**config.mk**
```make
export PLATFORM = sky130hd
export DESIGN_NAME = cartridge_bank_mapper_irq_flat
export DESIGN_NICKNAME = d
export VERILOG_FILES = /design/src/hdl/cbm_pkg.sv /design/src/hdl/cbm_req_if.sv /design/src/hdl/cbm_rsp_if.sv /design/src/hdl/cbm_csr.sv /design/src/hdl/cbm_xlate.sv /design/src/hdl/cartridge_bank_mapper_irq.sv /design/src/flat_wrapper.sv
export SDC_FILE = /design/constraint.sdc
export NUM_CORES = 1
export LEC_CHECK = 0
export BUFFER_PORTS_ARGS = -buffer_cell sky130_fd_sc_hd__buf_2
export CAP_MARGIN = 20
export CORE_UTILIZATION = 30
export CTS_CLUSTER_DIAMETER = 80
export CTS_CLUSTER_SIZE = 25
export DETAILED_ROUTE_END_ITERATION = 8
export HOLD_SLACK_MARGIN = 0.08
export SLEW_MARGIN = 10
export SYNTH_ARGS = -nofsm -noshare
export SYNTH_HDL_FRONTEND = slang
export SYNTH_SLANG_ARGS = --single-unit
```
**constraint.sdc**
```tcl
create_clock -name clock -period 2.5 [get_ports clock]
set_clock_uncertainty 0.2 [all_clocks]
set_input_delay 0.5 -clock clock [delete_from_list [all_inputs] [get_ports clock]]
set_output_delay 0.5 -clock clock [all_outputs]
set_load 0.005 [all_outputs]
```
**src/hdl/cbm_pkg.sv**
```systemverilog
// Shared types and constants for the cartridge bank mapper.
package cbm_pkg;

   localparam int WORK_RAM_BYTES = 8192;
   localparam int WRAM_AW        = $clog2(WORK_RAM_BYTES);

   localparam int ADDR_W   = 16;
   localparam int BYTE_W   = 8;
   localparam int CNT_W    = 13;
   localparam int MAPPED_W = 21;
   localparam int PIC_BANKS = 8;
   localparam int PRG_BANKS = 4;

   localparam int CSR_ADDR_W = 3;
   localparam int CSR_DATA_W = 32;

   localparam logic [ADDR_W-1:0] WRAM_BASE = 16'h6000;
   localparam logic [ADDR_W-1:0] ROM_BASE  = 16'h8000;
   localparam logic [ADDR_W-1:0] REG_LAST  = 16'h800F;
   localparam logic [13:0]       NT_BASE   = 14'h2000;
   localparam logic [13:0]       PAL_BASE  = 14'h3F00;

   localparam logic [BYTE_W-1:0] PRG_BANK_RESET [PRG_BANKS] =
      '{8'hFC, 8'hFD, 8'hFE, 8'hFF};
   localparam logic [BYTE_W-1:0] MASK_RESET = 8'hFF;

   typedef enum logic [1:0] {
      OP_CPU_WRITE = 2'd0,
      OP_CPU_READ  = 2'd1,
      OP_PPU_READ  = 2'd2,
      OP_TICK      = 2'd3
   } op_type;

   typedef enum logic [2:0] {
      TGT_NONE = 3'd0,
      TGT_PRG  = 3'd1,
      TGT_WRAM = 3'd2,
      TGT_CHR  = 3'd3,
      TGT_NT   = 3'd4
   } target_type;

   typedef enum logic [0:0] {
      REG_PRG_MASK = 1'b0,
      REG_CHR_MASK = 1'b1
   } reg_index_type;

   typedef struct packed {
      op_type             op;
      logic [ADDR_W-1:0]  address;
      logic [BYTE_W-1:0]  data;
      logic [BYTE_W-1:0]  cycles;
   } req_type;

   typedef struct packed {
      target_type           target;
      logic [MAPPED_W-1:0]  mapped_address;
      logic                 irq;
   } rsp_type;

   typedef struct packed {
      logic [BYTE_W-1:0] prg;
      logic [BYTE_W-1:0] chr;
   } mask_type;

endpackage

```
**src/hdl/cbm_req_if.sv**
```systemverilog
// Request channel: bus events into the mapper.
interface cbm_req_if;
   logic        valid;
   logic        ready;
   logic [1:0]  op;
   logic [15:0] address;
   logic [7:0]  data;
   logic [7:0]  cycles;

   modport source (output valid, output op, output address, output data, output cycles,
                   input ready);
   modport sink   (input valid, input op, input address, input data, input cycles,
                   output ready);
endinterface

```
**src/hdl/cbm_rsp_if.sv**
```systemverilog
// Response channel: translated accesses and interrupt level.
interface cbm_rsp_if;
   logic        valid;
   logic        ready;
   logic [2:0]  target;
   logic [20:0] mapped_address;
   logic        irq;

   modport source (output valid, output target, output mapped_address, output irq,
                   input ready);
   modport sink   (input valid, input target, input mapped_address, input irq,
                   output ready);
endinterface

```
**src/hdl/cbm_csr.sv**
```systemverilog
// APB register file holding the program and picture bank masks.
module cbm_csr
   import cbm_pkg::*;
(
   input  logic                  clock,
   input  logic                  reset,
   input  logic                  psel,
   input  logic                  penable,
   input  logic                  pwrite,
   input  logic [CSR_ADDR_W-1:0] paddr,
   input  logic [CSR_DATA_W-1:0] pwdata,
   output logic [CSR_DATA_W-1:0] prdata,
   output logic                  pready,
   output mask_type              masks
);

   mask_type      masks_ff, masks_in;
   reg_index_type idx;
   logic          wr_en;

   assign pready = 1'b1;
   assign idx    = reg_index_type'(paddr[CSR_ADDR_W-1]);
   assign wr_en  = psel && penable && pwrite;

   always_comb begin
      masks_in = masks_ff;
      prdata   = '0;
      unique case (idx)
         REG_PRG_MASK: begin
            prdata = CSR_DATA_W'(masks_ff.prg);
            if (wr_en) masks_in.prg = pwdata[BYTE_W-1:0];
         end
         REG_CHR_MASK: begin
            prdata = CSR_DATA_W'(masks_ff.chr);
            if (wr_en) masks_in.chr = pwdata[BYTE_W-1:0];
         end
      endcase
   end

   always_ff @(posedge clock) begin
      if (reset) begin
         masks_ff.prg <= MASK_RESET;
         masks_ff.chr <= MASK_RESET;
      end else begin
         masks_ff <= masks_in;
      end
   end

   assign masks = masks_ff;

endmodule

```
**src/hdl/cbm_xlate.sv**
```systemverilog
// Bank registers, cycle counter and address translation for one bus event.
module cbm_xlate
   import cbm_pkg::*;
(
   input  logic     clock,
   input  logic     reset,
   input  logic     fire,
   input  req_type  item,
   input  mask_type masks,
   output rsp_type  result
);

   logic [BYTE_W-1:0]   pic_ff [PIC_BANKS];
   logic [BYTE_W-1:0]   pic_in [PIC_BANKS];
   logic [BYTE_W-1:0]   prg_ff [PRG_BANKS];
   logic [BYTE_W-1:0]   prg_in [PRG_BANKS];
   logic [CNT_W-1:0]    cnt_ff, cnt_in;
   logic                irq_ff, irq_in;
   logic [ADDR_W-1:0]   a;
   logic [13:0]         p;
   logic [BYTE_W-1:0]   prg_bank, chr_bank;
   target_type          tgt;
   logic [MAPPED_W-1:0] maddr;

   assign a        = item.address;
   assign p        = a[13:0];
   assign prg_bank = prg_ff[a[14:13]] & masks.prg;
   assign chr_bank = pic_ff[p[12:10]] & masks.chr;

   always_comb begin
      pic_in = pic_ff;
      prg_in = prg_ff;
      cnt_in = cnt_ff;
      irq_in = irq_ff;
      tgt    = TGT_NONE;
      maddr  = '0;
      unique case (item.op)
         OP_CPU_WRITE, OP_CPU_READ: begin
            if (a >= WRAM_BASE && a < ROM_BASE) begin
               tgt   = TGT_WRAM;
               maddr = MAPPED_W'(a[WRAM_AW-1:0]);
            end else if (a >= ROM_BASE) begin
               if (item.op == OP_CPU_READ) begin
                  tgt   = TGT_PRG;
                  maddr = MAPPED_W'({prg_bank, a[12:0]});
               end else if (a <= REG_LAST) begin
                  // low nibble: 0-7 picture bank, 8-B program bank, D/F irq clear
                  if (!a[3]) begin
                     pic_in[a[2:0]] = item.data;
                  end else if (!a[2]) begin
                     prg_in[a[1:0]] = item.data;
                  end else if (a[0]) begin
                     cnt_in = '0;
                     irq_in = 1'b0;
                  end
               end
            end
         end
         OP_PPU_READ: begin
            if (p < NT_BASE) begin
               tgt   = TGT_CHR;
               maddr = MAPPED_W'({chr_bank, p[9:0]});
            end else if (p < PAL_BASE) begin
               tgt   = TGT_NT;
               maddr = MAPPED_W'(p[10:0]);
            end
         end
         OP_TICK: begin
            cnt_in = cnt_ff + CNT_W'(item.cycles);
            if (cnt_in[CNT_W-1]) irq_in = 1'b1;
         end
      endcase
   end

   always_ff @(posedge clock) begin
      if (reset) begin
         for (int i = 0; i < PIC_BANKS; i++) pic_ff[i] <= '0;
         for (int i = 0; i < PRG_BANKS; i++) prg_ff[i] <= PRG_BANK_RESET[i];
         cnt_ff <= '0;
         irq_ff <= 1'b0;
      end else if (fire) begin
         pic_ff <= pic_in;
         prg_ff <= prg_in;
         cnt_ff <= cnt_in;
         irq_ff <= irq_in;
      end
   end

   assign result.target         = tgt;
   assign result.mapped_address = maddr;
   assign result.irq            = irq_in;

   a_irq_rise_on_tick: assert property (@(posedge clock) disable iff (reset)
      $rose(irq_ff) |-> $past(fire && item.op == OP_TICK))
      else $error("irq latched without a tick");

   a_irq_fall_on_write: assert property (@(posedge clock) disable iff (reset)
      $fell(irq_ff) && !$past(reset) |-> $past(fire && item.op == OP_CPU_WRITE))
      else $error("irq dropped without a clearing write");

   a_none_zero_addr: assert property (@(posedge clock) disable iff (reset)
      fire && tgt == TGT_NONE |-> maddr == '0)
      else $error("nonzero address with no target");

   a_cnt_hold: assert property (@(posedge clock) disable iff (reset)
      !reset && !fire |=> $stable(cnt_ff))
      else $error("cycle counter moved without a transfer");

endmodule

```
**src/hdl/cartridge_bank_mapper_irq.sv**
```systemverilog
// Top level of the cartridge bank mapper with cycle-counting interrupt.
// The mapper takes one bus event per clock (CPU write, CPU read, PPU read or
// cycle tick) unless held by response back-pressure, and returns exactly one
// response per event, in order. An event is captured in an input register,
// translated and applied to the bank registers and cycle counter in a single
// pass, and the response lands in an output register, with one translation
// stage between the two registers. Bank and interrupt updates from one event
// are visible to the very next event. The bank masks are written through the
// APB port at byte addresses 0 (program) and 4 (picture) and should only
// change while no event is in flight.
module cartridge_bank_mapper_irq
   import cbm_pkg::*;
(
   input  logic                  clock,
   input  logic                  reset,
   cbm_req_if.sink               req_bus,
   cbm_rsp_if.source             rsp_bus,
   input  logic                  csr_psel,
   input  logic                  csr_penable,
   input  logic                  csr_pwrite,
   input  logic [CSR_ADDR_W-1:0] csr_paddr,
   input  logic [CSR_DATA_W-1:0] csr_pwdata,
   output logic [CSR_DATA_W-1:0] csr_prdata,
   output logic                  csr_pready
);

   mask_type masks;
   req_type  in_ff;
   logic     in_vld_ff;
   rsp_type  out_ff, result;
   logic     out_vld_ff;
   logic     advance, take;

   cbm_csr u_csr (
      .clock   (clock),
      .reset   (reset),
      .psel    (csr_psel),
      .penable (csr_penable),
      .pwrite  (csr_pwrite),
      .paddr   (csr_paddr),
      .pwdata  (csr_pwdata),
      .prdata  (csr_prdata),
      .pready  (csr_pready),
      .masks   (masks)
   );

   // advance the captured event whenever the output slot is free or drains
   assign advance       = in_vld_ff && (!out_vld_ff || rsp_bus.ready);
   assign req_bus.ready = !in_vld_ff || advance;
   assign take          = req_bus.valid && req_bus.ready;

   always_ff @(posedge clock) begin
      if (reset) begin
         in_vld_ff <= 1'b0;
      end else if (req_bus.ready) begin
         in_vld_ff <= req_bus.valid;
      end
   end

   always_ff @(posedge clock) begin
      if (reset) begin
         in_ff <= '0;
      end else if (take) begin
         in_ff.op      <= op_type'(req_bus.op);
         in_ff.address <= req_bus.address;
         in_ff.data    <= req_bus.data;
         in_ff.cycles  <= req_bus.cycles;
      end
   end

   cbm_xlate u_xlate (
      .clock  (clock),
      .reset  (reset),
      .fire   (advance),
      .item   (in_ff),
      .masks  (masks),
      .result (result)
   );

   always_ff @(posedge clock) begin
      if (reset) begin
         out_vld_ff <= 1'b0;
      end else if (advance) begin
         out_vld_ff <= 1'b1;
      end else if (rsp_bus.ready) begin
         out_vld_ff <= 1'b0;
      end
   end

   always_ff @(posedge clock) begin
      if (advance) out_ff <= result;
   end

   assign rsp_bus.valid          = out_vld_ff;
   assign rsp_bus.target         = out_ff.target;
   assign rsp_bus.mapped_address = out_ff.mapped_address;
   assign rsp_bus.irq            = out_ff.irq;

   a_take_fills_stage: assert property (@(posedge clock) disable iff (reset)
      take |=> in_vld_ff)
      else $error("accepted transfer not held in input stage");

   a_advance_fills_out: assert property (@(posedge clock) disable iff (reset)
      advance |=> out_vld_ff)
      else $error("translated event did not reach output register");

endmodule

```
**src/flat_wrapper.sv**
```systemverilog
// flat-port wrapper written by rule: the top's interface ports become plain ports
module cartridge_bank_mapper_irq_flat import cbm_pkg::*;
  (clock, reset, csr_psel, csr_penable, csr_pwrite, csr_paddr, csr_pwdata, csr_prdata, csr_pready, req_bus_valid, req_bus_op, req_bus_address, req_bus_data, req_bus_cycles, req_bus_ready, rsp_bus_valid, rsp_bus_target, rsp_bus_mapped_address, rsp_bus_irq, rsp_bus_ready);
  cbm_req_if req_bus_i ();
  cbm_rsp_if rsp_bus_i ();
  input  logic clock;
  input  logic reset;
  input  logic csr_psel;
  input  logic csr_penable;
  input  logic csr_pwrite;
  input  logic [CSR_ADDR_W-1:0] csr_paddr;
  input  logic [CSR_DATA_W-1:0] csr_pwdata;
  output logic [CSR_DATA_W-1:0] csr_prdata;
  output logic csr_pready;
  input wire logic [$bits(req_bus_i.valid)-1:0] req_bus_valid;
  input wire logic [$bits(req_bus_i.op)-1:0] req_bus_op;
  input wire logic [$bits(req_bus_i.address)-1:0] req_bus_address;
  input wire logic [$bits(req_bus_i.data)-1:0] req_bus_data;
  input wire logic [$bits(req_bus_i.cycles)-1:0] req_bus_cycles;
  output wire logic [$bits(req_bus_i.ready)-1:0] req_bus_ready;
  output wire logic [$bits(rsp_bus_i.valid)-1:0] rsp_bus_valid;
  output wire logic [$bits(rsp_bus_i.target)-1:0] rsp_bus_target;
  output wire logic [$bits(rsp_bus_i.mapped_address)-1:0] rsp_bus_mapped_address;
  output wire logic [$bits(rsp_bus_i.irq)-1:0] rsp_bus_irq;
  input wire logic [$bits(rsp_bus_i.ready)-1:0] rsp_bus_ready;
  assign req_bus_i.valid = req_bus_valid;
  assign req_bus_i.op = req_bus_op;
  assign req_bus_i.address = req_bus_address;
  assign req_bus_i.data = req_bus_data;
  assign req_bus_i.cycles = req_bus_cycles;
  assign req_bus_ready = req_bus_i.ready;
  assign rsp_bus_valid = rsp_bus_i.valid;
  assign rsp_bus_target = rsp_bus_i.target;
  assign rsp_bus_mapped_address = rsp_bus_i.mapped_address;
  assign rsp_bus_irq = rsp_bus_i.irq;
  assign rsp_bus_i.ready = rsp_bus_ready;
  cartridge_bank_mapper_irq u_core (.clock(clock), .reset(reset), .req_bus(req_bus_i), .rsp_bus(rsp_bus_i), .csr_psel(csr_psel), .csr_penable(csr_penable), .csr_pwrite(csr_pwrite), .csr_paddr(csr_paddr), .csr_pwdata(csr_pwdata), .csr_prdata(csr_prdata), .csr_pready(csr_pready));
endmodule
```
Word-level counts from Yosys, hierarchy flattened:

Cells that the tools add are included.
W data, S select, Z words.

* add/sub/neg operators: 1
* order comparisons: 12
* equal/unequal tests: 10
* muxes and demuxes: 44
* bitwise operators: 11
* reduce and logical (&&, ||, !) cells: 20

Operators with widths (number)
* $mux W13: 7
* $bwmux W64: 1
* $pmux W32 S2: 1
* $mux W21: 3
* $mux W8: 6
* $pmux W21 S2: 1
* $bwmux W32: 1
* $lt A14 B14 Y1 const B: 2
* $pmux W13 S2: 1
* $bmux W8 S3: 1
* $demux W8 S3: 1
* $mux W18: 1
* $and A8 B8 Y8: 2
* $bmux W8 S2: 1
* $demux W8 S2: 1
* $ge A16 B15 Y1 const B: 1
* $ge A16 B16 Y1 const B: 1
* $le A16 B16 Y1 const B: 1
* $lt A16 B16 Y1 const B: 1
* $add A13 B8 Y13: 1
* $mux W1: 12
* $mux W11: 1
* $reduce_and A9 Y1: 1
* $ge A4 B4 Y1 const B: 2
* 23 further kinds: 47

* flip-flop bits (word level): 187
* output and inout port bits: 60

Longest topological paths before layout:

Gate-level depths: netlist of run 1.

* depth after elaboration: 9
* gate-level depth with buffers: 9

By module:

From an unflattened synthesis of run 1, not the netlist that was laid out.

* cell total of the unflattened synthesis: 850
* area total of the unflattened synthesis: 8949.8 µm²

By module, submodules not included
* cbm_xlate: instances 1, cells each 564, area an instance 5597.9 µm², seq. area each 2202.1 µm²
* cartridge_bank_mapper_irq: instances 1, cells each 189, area an instance 2418.6 µm², seq. area each 1471.4 µm²
* cbm_csr: instances 1, cells each 97, area an instance 933.4 µm², seq. area each 320.3 µm²

Least setup slack after synthesis of run 1:

Ideal clock, no wire load.

* path type: register to register
* start: register u_core.u_xlate.cnt_ff[0]
* end: register u_core.out_ff (netlist bit u_core.rsp_bus.irq) (data pin)
* library setup time: 0.264 ns
* arrival time: 1.682 ns
* path slack: 0.354 ns
* cell stages (with the launch flop): 10
* period minus slack after synthesis: 2.146 ns
* path through: dfxtp_1 -> ha_1 -> inv_1 -> fa_1 -> nor2b_1 -> o2111ai_1 -> nand3_1 -> and2_1 -> xnor2_1 -> o21ai_0

* longest elaborated chain between the ends: 3

RTL lines
* start: declaration: line cbm_xlate.sv:17 `logic [CNT_W-1:0] cnt_ff, cnt_in;`
* start signal: assignment: line cbm_xlate.sv:84 `cnt_ff <= cnt_in;`
* $add A13 B8 Y13: line cbm_xlate.sv:69 `cnt_in = cnt_ff + CNT_W'(item.cycles);`
* $mux W1: line cbm_xlate.sv:70 `if (cnt_in[CNT_W-1]) irq_in = 1'b1;`
* $pmux W1 S2: line cbm_xlate.sv:37 `unique case (item.op)`
* net u_core.u_xlate.irq_in: line cbm_xlate.sv:18 `logic irq_ff, irq_in;`
* end signal: assignment: line cartridge_bank_mapper_irq.sv:91 `if (advance) out_ff <= result;`
* end: declaration: line cartridge_bank_mapper_irq.sv:30 `rsp_type out_ff, result;`

The timed path passes the listed nets, and every way through them passes these cells.
A chain may end at the register's enable or synchronous reset.

Final worst setup path of run 1:

Ends and elaborated chain as after synthesis.

==> results.py, run 1 <==
metrics = {
    "min_path": {
        "min-delay-start": "req_bus_data[1]",
        "holdPathStages": 3,
        "min_to": "u_core.in_ff[9]$_SDFFE_PP0P_",
        "hold_class": "primary input to flip-flop",
    },
    "setup_path": {
        "r2r-start": "u_core.u_xlate.cnt_ff[0]$_SDFFE_PP0P_",
        "r2r_cells": 9,
        "crit_buf_inv": 1,
        "slowest_stage": "fa_1",
        "r2r-end": "u_core.rsp_bus.irq$_DFFE_PP_",
        "worstPathMaxFanout": 3,
        "worstSetupPathType": "flip-flop to flip-flop",
        "crit_family": "adder cells",
        "crit_chain": "ha_1 > inv_1 > fa_1 > nor2b_2 > o2111ai_1 > nand3_2 > and2_1 > xnor2_1 > o21ai_0",
        "r2r_setup_slack_ns": 0.19,
        "max_stage_delay_ns": 0.40,
        "cp.required_ns": 2.48,
        "crit_arrival_ns": 2.28,
        "crit_path_end_kind": "flip-flop",
        "cp.depth": 9,
        "start_kind": "flip-flop",
    },
    "timing": {
        "slew_violations": 0,
        "hold_viol_final": 0,
        "setup_violations": 0,
        "rsz0062_at_grt": "no",
        "period_needed_ns": 2.307,
        "fin_setup_tns_ns": 0,
        "fmax_mhz": 433.4,
        "slew_headroom": 0.5870,
        "timing.final.crit_share": 0.9229,
        "worst_pin_slew_ns": 0.6172,
    },
    "synthesis": {
        "ys.flop_type": "dfxtp_1",
        "synth_seq_cells": 187,
        "syn-instance-count": 890,
        "synth_edf_count": 25,
        "synth_area_per_cell_um2": 9.357,
        "ys_types": 55,
        "ys_warn_count": 0,
        "synthTopCellsByArea": "dfxtp_1 (39%), edfxtp_1 (9.0%), nand2_1 (7.2%), mux2i_1 (6.4%), a21oi_1 (6.0%)",
        "synth_top_cell_by_area": "dfxtp_1",
        "synth_top_area_frac": 0.3894,
        "ys_seq_area_frac": 0.4796,
        "syn_area_um2": 8328,
        "async_flop_share": 0,
    },
    "route": {
        "routed_wl_um": 20530,
        "ant_nets": 0,
        "drc": 0,
        "firstDrtPassIters": 5,
        "via_per_inst": 4.756,
        "vias": 6478,
        "drt_iter0_drc": 371,
        "wire_per_inst_um": 15.07,
    },
    "clock_network": {
        "cts_inserted_buffers": 17,
        "clk-insertion-delay-late_ns": 0.44,
        "numClockSinks": 187,
        "cts_tree": "done",
        "cts_max_level": 4,
        "clock-root-buffer": "clkbuf_16",
        "path_clk_slew_ns": 0.07,
        "clock_path_buffers": 2,
    },
    "global_routing": {
        "grt_pass1_wl_um": 33110,
        "overflow": 0,
        "grt_pass1_vias": 6202,
        "antenna_found_initial": 1,
        "grt_usage": 0.1491,
        "grt_max_degree": 56,
    },
    "place": {
        "placed_area_um2": 9301,
        "dp_hpwl_um": 14280,
        "place_congestion": 0.8067,
        "placement.io_buffers": 84,
        "dp.cells": 1325,
    },
    "floorplan": {
        "initial_core_util": 0.3073,
        "rows": 60,
        "dieArea_um2": 28430,
        "die-height_um": 168.6,
        "die_x_um": 168.6,
        "core_um2": 27100,
        "ios": 136,
    },
    "run_status": {
        "outcome": "finished clean",
    },
    "finish": {
        "drive_above_1_share": 0.2121,
        "stdcell_area_um2": 9950,
        "areaGrowthSynthToFinish_pct": 19.47,
        "diodes": 0,
        "layoutNonFillerInstCount": 1362,
        "fin_nets": 1062,
    },
    "power": {
        "vdd_drop_max_mv": 0.3354,
        "power.leakage_nw": 3.925,
        "p_per_area_nw_per_um2": 636.5,
    },
    "job": {
        "drv_cap": 0,
    },
}
## stage by stage
stage	utilization	setup slack, ns	power [W]	hold slack [ns]
3_3_place_gp	0.3432	0.1534	0.003665	0.2349
4_1_cts	0.3663	0.1068	0.006399	0.08378
2_1_floorplan	-	0.3541	0.003499	0.2283
3_5_place_dp	0.3432	0.1382	0.003668	0.2413
6_report	0.3671	0.1928	0.006333	0.09980
5_1_grt	0.3671	0.005155	0.006576	0.08198
## synthesized netlist by cell type, drive strengths merged (2+ instances only)
cell and count:
mux2i 53, and3 5, nand2b 3, and2 20
a211oi 10, inv 9, dfxtp 162, xnor2 7
xor2 2, o21ai 18, nor2b 7, buf 46
mux2 9, ha 8, nand2 160, o21a 2
a22o 2, o31ai 3, nand3 48, nor2 67
nand4 6, nor4 8, conb 2, nor3b 2
a21oi 100, nor3 31, edfxtp 25, mux4 21
clkbuf 40
## state kept, by name (all words and copies together) (netlist names)
| register | cells |
|---|---|
| u_core.in_ff | 34 |
| u_core.in_vld_ff | 1 |
| u_core.rsp_bus.irq | 1 |
| u_core.rsp_bus.mapped_address | 21 |
| u_core.rsp_bus.target | 3 |
| u_core.rsp_bus.valid | 1 |
| u_core.u_csr.masks | 16 |
| u_core.u_xlate.cnt_ff | 13 |
| u_core.u_xlate.irq_ff | 1 |
| u_core.u_xlate.pic_ff | 64 |
| u_core.u_xlate.prg_ff | 32 |
## report_power, final
part / leakage, nW / internal [W] / switching [W]
clock: 0.295 / 0.00149 / 0.00124
sequential: 1.54 / 0.00310 / 0.0000716
combinational: 2.09 / 0.000171 / 0.000259
## tightest hold or removal path, cell delays in order
cell and delay [ns]:
buf_2 0.09, nand2_1 0.04, a21oi_1 0.05
## worst max-delay path by stage
stage	start	to	slack, ns
5_1_grt	u_core.u_xlate.cnt_ff[0]$_SDFFE_PP0P_	u_core.rsp_bus.irq$_DFFE_PP_	0.005
3_3_place_gp	u_core.u_xlate.cnt_ff[0]$_SDFFE_PP0P_	u_core.rsp_bus.irq$_DFFE_PP_	0.15
2_1_floorplan	u_core.u_xlate.cnt_ff[0]$_SDFFE_PP0P_	u_core.rsp_bus.irq$_DFFE_PP_	0.35
3_5_place_dp	u_core.in_ff[0]$_SDFFE_PP0P_	u_core.rsp_bus.irq$_DFFE_PP_	0.14
4_1_cts	u_core.in_ff[0]$_SDFFE_PP0P_	u_core.rsp_bus.irq$_DFFE_PP_	0.11
6_report	u_core.u_xlate.cnt_ff[0]$_SDFFE_PP0P_	u_core.rsp_bus.irq$_DFFE_PP_	0.19
## layout make-up
type | count | area [um^2]
Inverter | 10 | 37.54
Sequential cell | 187 | 3994
Multi-Input combinational cell | 630 | 3924
Tap cell | 372 | 465.4
Clock inverter | 12 | 127.6
Clock buffer | 20 | 467.9
Timing Repair Buffer | 131 | 933.4
Fill cell | 2737 | 17150
## repair_timing
item                                   CTS  global route
buffers inserted                         0             2
endpoints found under the hold margin    3             0
resized for setup                        0             2
hold buffers                             3             0
setup endpoints to repair                0             2
## cells by family after synthesis
logic type | after synthesis | share of synthesized area
buffers and inverters | 96 | 0.06160
and+or+nand+nor | 361 | 0.2051
AOI/OAI and AO/OA | 143 | 0.09631
DFF | 187 | 0.4796
muxes | 83 | 0.1327
adders and majority gates | 9 | 0.01442
other | 2 | 0.0009018
xor gates and xnor gates | 9 | 0.009466
## layout by cell type, fill, tap and decap left out, types with 3 or more instances in the layout
master         instances
clkbuf_16             18
nand4_1                5
nand2_1              159
and3_1                 5
clkinv_4               4
buf_2                 83
mux2i_1               53
buf_4                 33
inv_6                  4
o21ai_0               18
nor2b_1                6
nand2b_1               3
edfxtp_1              25
buf_12                12
nand3_1               44
a211oi_1              10
nor3_1                30
xnor2_1                7
and2_1                20
mux2_2                 9
dlygate4sd3_1          3
a21oi_1              100
dfxtp_1              162
ha_1                   8
nor2_1                66
mux4_2                21
nor4_2                 4
conb_1                25
nand3_2                4
inv_1                  9
## per-layer routing
layer / share of wire / vias up / routed length [um] / GRT usage
met1: 0.47 / 3093 / 9742 / 0.1929
met2: 0.47 / 149 / 9713 / 0.2500
met5: 0.00063 / - / 13 / 0
met3: 0.040 / 17 / 825 / 0.03180
li1: - / 3217 / - / -
met4: 0.011 / 2 / 233 / 0.04269
(Power assumes the default switching activity.)
==> run 2, diff against run 1 <==
- GPL_TIMING_DRIVEN: default -> 0
==> results.py, run 2 (synthesis results as in run 1) <==
metrics = {
    "run_status": {
        "outcome": "finished clean",
    },
    "finish": {
        "regMostFlops": "u_core.u_xlate.pic_ff",
        "areaGrowthSynthToFinish_pct": 19.86,
        "diodes": 0,
        "final_common_cell": "dfxtp_1",
        "largest_reg_flops": 64,
        "fin_nets": 1102,
        "layoutNonFillerInstCount": 1402,
        "final_cell_mix": "dfxtp_1 (162), nand2_1 (159), a21oi_1 (100), buf_2 (86), nor2_1 (66)",
        "largest_registers": "u_core.u_xlate.pic_ff (64), u_core.in_ff (34), u_core.u_xlate.prg_ff (32)",
        "stdcell_area_um2": 9982,
        "drive_above_1_share": 0.2078,
        "fin_util": 0.3683,
    },
    "timing": {
        "hold_viol_final": 0,
        "fmax_mhz": 413.6,
        "slew_headroom": 0.3175,
        "timing.final.crit_share": 0.9671,
        "period_needed_ns": 2.418,
        "setup_violations": 0,
        "holdWs_ns": 0.09081,
        "rsz0062_at_grt": "yes",
        "worst_pin_slew_ns": 1.023,
        "slew_violations": 0,
    },
    "floorplan": {
        "die-height_um": 168.6,
        "core_um2": 27100,
        "die_x_um": 168.6,
        "initial_core_util": 0.3073,
        "ios": 136,
        "dieArea_um2": 28430,
        "rows": 60,
    },
    "setup_path": {
        "crit_path_end_kind": "flip-flop",
        "worstPathMaxFanout": 4,
        "start_kind": "flip-flop",
        "worstSetupPathType": "flip-flop to flip-flop",
        "cp.required_ns": 2.48,
        "cp-startpoint": "u_core.in_ff[0]$_SDFFE_PP0P_",
        "crit_arrival_ns": 2.40,
        "r2r-start": "u_core.in_ff[0]$_SDFFE_PP0P_",
    },
    "min_path": {
        "min-delay-start": "req_bus_cycles[4]",
        "hold_class": "primary input to flip-flop",
    },
    "power": {
        "p_per_area_nw_per_um2": 641.2,
        "fin_total_pwr_w": 0.006400,
        "power.leakage_nw": 3.933,
        "vdd_drop_max_mv": 0.4254,
    },
    "global_routing": {
        "antenna_found_initial": 0,
        "grt_usage": 0.1609,
        "grt_pass1_wl_um": 35180,
        "grt_pass1_vias": 6500,
        "overflow": 0,
        "grt_max_degree": 26,
    },
    "clock_network": {
        "cts_max_level": 4,
        "cts_tree": "done",
        "numClockSinks": 187,
        "path_clk_slew_ns": 0.07,
        "clk-insertion-delay-late_ns": 0.45,
        "cts_inserted_buffers": 17,
        "cts_hold_buf": 0,
        "clock_path_buffers": 2,
        "clock-root-buffer": "clkbuf_16",
    },
    "route": {
        "vias": 6575,
        "firstDrtPassIters": 5,
        "drt_iter0_drc": 401,
        "routed_wl_um": 21970,
        "drc": 0,
        "wire_per_inst_um": 15.67,
        "via_per_inst": 4.690,
        "ant_nets": 0,
    },
    "place": {
        "placement.io_buffers": 84,
        "dp_hpwl_um": 16070,
        "placed_area_um2": 9300,
        "dp.cells": 1369,
        "place_congestion": 0.8195,
    },
    "job": {
        "drv_cap": 0,
    },
}
==> run 2: changes by cell type in the layout (fill, tap and decap cells not counted), sizes merged, moves of 2 or more <==
cell | before | now
clkinvlp | 0 | 4
bufinv | 1 | 3
dlygate4sd3 | 3 | 0
clkbuf | 20 | 60
inv | 15 | 12
==> run 2: layout make-up <==
class                      instances  area [um^2]
timing repair buffer              85        427.9
clock buffer                      18        429.2
sequential                       187         3994
inverter                          10        37.54
fill                            2735        17120
multi-input combinational        630         3969
clock inverter                    14        168.9
buffer                            86        490.5
tap                              372        465.4
==> run 2: critical path, cell delays in order, from the launching register on <==
cell and delay [ns]:
dfxtp_1 0.37, ha_1 0.21, inv_1 0.06, fa_1 0.40
nor2b_2 0.17, o2111ai_1 0.18, nand3_2 0.14, and2_1 0.16
xnor2_1 0.15, o21ai_0 0.10
==> run 2: repair_timing <==
| action | in CTS | in global routing |
|---|---|---|
| setup buffers | 0 | 1 |
| gates resized for setup | 5 | 15 |
| setup endpoints to repair | 25 | 70 |
==> run 2: through the flow <==
| stage | setup TNS (ns) | worst slack [ns] |
|---|---|---|
| 2_1_floorplan | 0 | 0.3541 |
| 6_report | 0 | 0.08221 |
| 5_1_grt | -0.1565 | -0.09759 |
| 3_5_place_dp | -3.041 | -0.2372 |
| 4_1_cts | 0 | 0.01038 |
| 3_3_place_gp | -2.712 | -0.2478 |
==> run 2: worst paths after layout <==
| path | endpoint | slack [ns] | cells after the start |
|---|---|---|---|
| setup / recovery | u_core.rsp_bus.irq$_DFFE_PP_ | 0.08 | 9 |
| hold / removal | u_core.in_ff[4]$_SDFFE_PP0P_ | 0.09 | 3 |
| setup reg to reg | u_core.rsp_bus.irq$_DFFE_PP_ | 0.08 | 9 |
| hold reg to reg | u_core.u_xlate.pic_ff[44]$_SDFFE_PP0P_ | 0.25 | 2 |
==> run 2: routing by layer <==
metal  global-route usage  share of wire  vias up
li1                     -              -     3298
met1               0.2046           0.45     3057
met2               0.2697           0.47      188
met3              0.02736          0.053       32
met4              0.06719          0.024        0
met5                    0              0        -
==> run 2: where the power goes <==
| part | internal [W] | leakage (nW) | total, W | switching, W |
|---|---|---|---|---|
| registers | 0.00310 | 1.54 | 0.00315 | 0.0000437 |
| clock network | 0.00157 | 0.281 | 0.00277 | 0.00119 |
| logic | 0.000178 | 2.11 | 0.000489 | 0.000310 |
==> run 3, diff against run 2 <==
- ABC_AREA: default -> 1
==> results.py, run 3 <==
metrics = {
    "run_status": {
        "outcome": "finished clean",
    },
    "synthesis": {
        "async_flop_share": 0,
        "syn_area_um2": 8691,
        "syn-instance-count": 1229,
        "ys_warn_count": 0,
        "synthTopCellsByArea": "dfxtp_1 (37%), nand2_1 (10%), o21ai_0 (9.6%), edfxtp_1 (8.6%), inv_1 (7.3%)",
        "synth_seq_cells": 187,
        "ys_seq_area_frac": 0.4595,
        "synth_edf_count": 25,
        "ys_types": 31,
        "ys_top_cells_by_count": "nand2_1 (237), inv_1 (169), o21ai_0 (167)",
        "synth_top_cell_by_area": "dfxtp_1",
        "yosysMostFrequentCell": "nand2_1",
        "ys.flop_type": "dfxtp_1",
        "synth_top_area_frac": 0.3732,
        "synth_area_per_cell_um2": 7.071,
    },
    "finish": {
        "fin_util": 0.3682,
        "regMostFlops": "u_core.u_xlate.pic_ff",
        "drive_above_1_share": 0.1287,
        "diodes": 0,
        "fillerInstances": 2990,
        "final_common_cell": "nand2_1",
        "largest_reg_flops": 64,
        "final_cell_mix": "nand2_1 (237), inv_1 (167), o21ai_0 (167), dfxtp_1 (161), nor2_1 (128)",
        "fin_nets": 1447,
        "layoutNonFillerInstCount": 1753,
        "largest_registers": "u_core.u_xlate.pic_ff (64), u_core.in_ff (34), u_core.u_xlate.prg_ff (32)",
        "areaGrowthSynthToFinish_pct": 19.32,
    },
    "place": {
        "placement.io_buffers": 82,
        "place_congestion": 0.9429,
        "dp.cells": 1712,
        "dp_hpwl_um": 19580,
    },
    "global_routing": {
        "grt_usage": 0.1863,
        "grt_pass1_wl_um": 41230,
        "grt_pass1_vias": 7629,
        "antenna_found_initial": 0,
        "grt_max_degree": 20,
        "overflow": 0,
    },
    "setup_path": {
        "crit_path_end_kind": "flip-flop",
        "start_kind": "flip-flop",
        "worstSetupPathType": "flip-flop to flip-flop",
        "cp.required_ns": 2.65,
        "r2r_cells": 9,
        "r2r-start": "u_core.in_ff[30]$_SDFFE_PP0P_",
        "crit_arrival_ns": 2.52,
        "worstPathMaxFanout": 10,
        "r2r_setup_slack_ns": 0.13,
        "r2r-end": "u_core.u_xlate.pic_ff[31]$_SDFFE_PP0P_",
    },
    "floorplan": {
        "dieArea_um2": 29650,
        "core_um2": 28160,
        "initial_core_util": 0.3086,
        "ios": 136,
        "die-height_um": 172.2,
        "die_x_um": 172.2,
        "rows": 61,
    },
    "power": {
        "power.leakage_nw": 4.629,
        "p_per_area_nw_per_um2": 642.2,
        "vdd_drop_max_mv": 0.2868,
        "fin_total_pwr_w": 0.006659,
    },
    "route": {
        "drt_iter0_drc": 638,
        "drc": 0,
        "firstDrtPassIters": 5,
        "via_per_inst": 4.764,
        "vias": 8352,
        "ant_nets": 0,
        "wire_per_inst_um": 15.34,
        "routed_wl_um": 26900,
    },
    "timing": {
        "worst_pin_slew_ns": 0.9233,
        "hold_viol_final": 0,
        "holdWs_ns": 0.08980,
        "rsz0062_at_grt": "no",
        "fin_setup_tns_ns": 0,
        "timing.final.crit_share": 0.9495,
        "period_needed_ns": 2.374,
        "fmax_mhz": 421.3,
        "slew_headroom": 0.3811,
        "setup_violations": 0,
        "slew_violations": 0,
    },
    "min_path": {
        "holdPathStages": 3,
        "min-delay-start": "csr_pwdata[1]",
        "min_to": "u_core.u_csr.masks[9]$_SDFFE_PP1P_",
        "hold_class": "primary input to flip-flop",
    },
    "clock_network": {
        "numClockSinks": 187,
        "cts_inserted_buffers": 17,
        "clock-root-buffer": "clkbuf_16",
        "cts_tree": "done",
        "clk-insertion-delay-late_ns": 0.45,
        "path_clk_slew_ns": 0.08,
        "clock_path_buffers": 2,
        "cts_max_level": 4,
    },
    "job": {
        "drv_cap": 0,
    },
}
run 3: power breakdown:
group | switching [W] | internal [W] | leakage (nW)
clock | 0.00136 | 0.00144 | 0.291
combinational | 0.000470 | 0.000215 | 2.79
sequential | 0.0000556 | 0.00312 | 1.55
run 3: area by class of cell:
class / count / area (um^2) / area share
flip-flops and latches: 187 / 3995 / 0.3853
repair inverters: 1 / 5.005 / 0.0004826
clock buffers: 17 / 425.4 / 0.04102
repair buffers: 90 / 483.0 / 0.04657
plain buffers: 85 / 429.2 / 0.04139
well taps: 378 / 473.0 / 0.04561
multi-input cells: 806 / 3734 / 0.3600
inverters: 174 / 656.9 / 0.06334
clock inverters: 15 / 168.9 / 0.01629
run 3: worst max-delay path, cell delays in order (launching register included):
cell and delay [ns]:
dfxtp_1 0.31, clkbuf_1 0.24, nand3_1 0.21, nand3_1 0.17, nor3_4 0.29, buf_4 0.19
nand3_2 0.19, buf_2 0.25, o21ai_0 0.17, nor2_1 0.05
run 3: kinds of logic (layout without fill, tap and decap cells):
group,after synthesis,in the layout,synth area share
compound gates,283,283,0.1663
fa+ha+maj,9,9,0.01382
buf+inv,259,382,0.1240
flops,187,187,0.4595
other cells,2,25,0.0008641
simple gates,489,489,0.2355
run 3: worst max-delay path by stage:
stage	from	end	cells after the start
after floorplan	rsp_bus_ready	u_core.u_xlate.pic_ff[40]$_SDFFE_PP0P_	10
after global placement	rsp_bus_ready	u_core.u_xlate.pic_ff[31]$_SDFFE_PP0P_	11
after detailed placement	rsp_bus_ready	u_core.u_xlate.pic_ff[25]$_SDFFE_PP0P_	11
after CTS	u_core.in_ff[30]$_SDFFE_PP0P_	u_core.u_xlate.pic_ff[37]$_SDFFE_PP0P_	8
after global routing	u_core.in_ff[30]$_SDFFE_PP0P_	u_core.u_xlate.pic_ff[31]$_SDFFE_PP0P_	9
final	u_core.in_ff[30]$_SDFFE_PP0P_	u_core.u_xlate.pic_ff[31]$_SDFFE_PP0P_	9
run 3: repair_timing:
item,CTS,global route
setup endpoints to repair,106,68
buffers inserted,1,2
resized for setup,2,15
pin swaps,0,1
hold endpoints to repair,6,1
cloned,1,0
hold buffers,4,1
run 3: routing by layer:
metal / GRT usage / vias to the layer above / part of all wire / wire [um]
met2: 0.3063 / 261 / 0.48 / 12860
met4: 0.08426 / 0 / 0.029 / 784
met1: 0.2351 / 3859 / 0.44 / 11710
li1: - / 4181 / - / -
met5: 0 / - / 0 / 0
met3: 0.03639 / 51 / 0.057 / 1542
run 3: through the flow:
step	area [um^2]	setup slack [ns]
global placement	9664	-0.7911
CTS	10320	-0.03651
global route	10370	0.0009632
finish	10370	0.1264
floorplan	8781	0.04294
detailed placement	9664	-0.8298
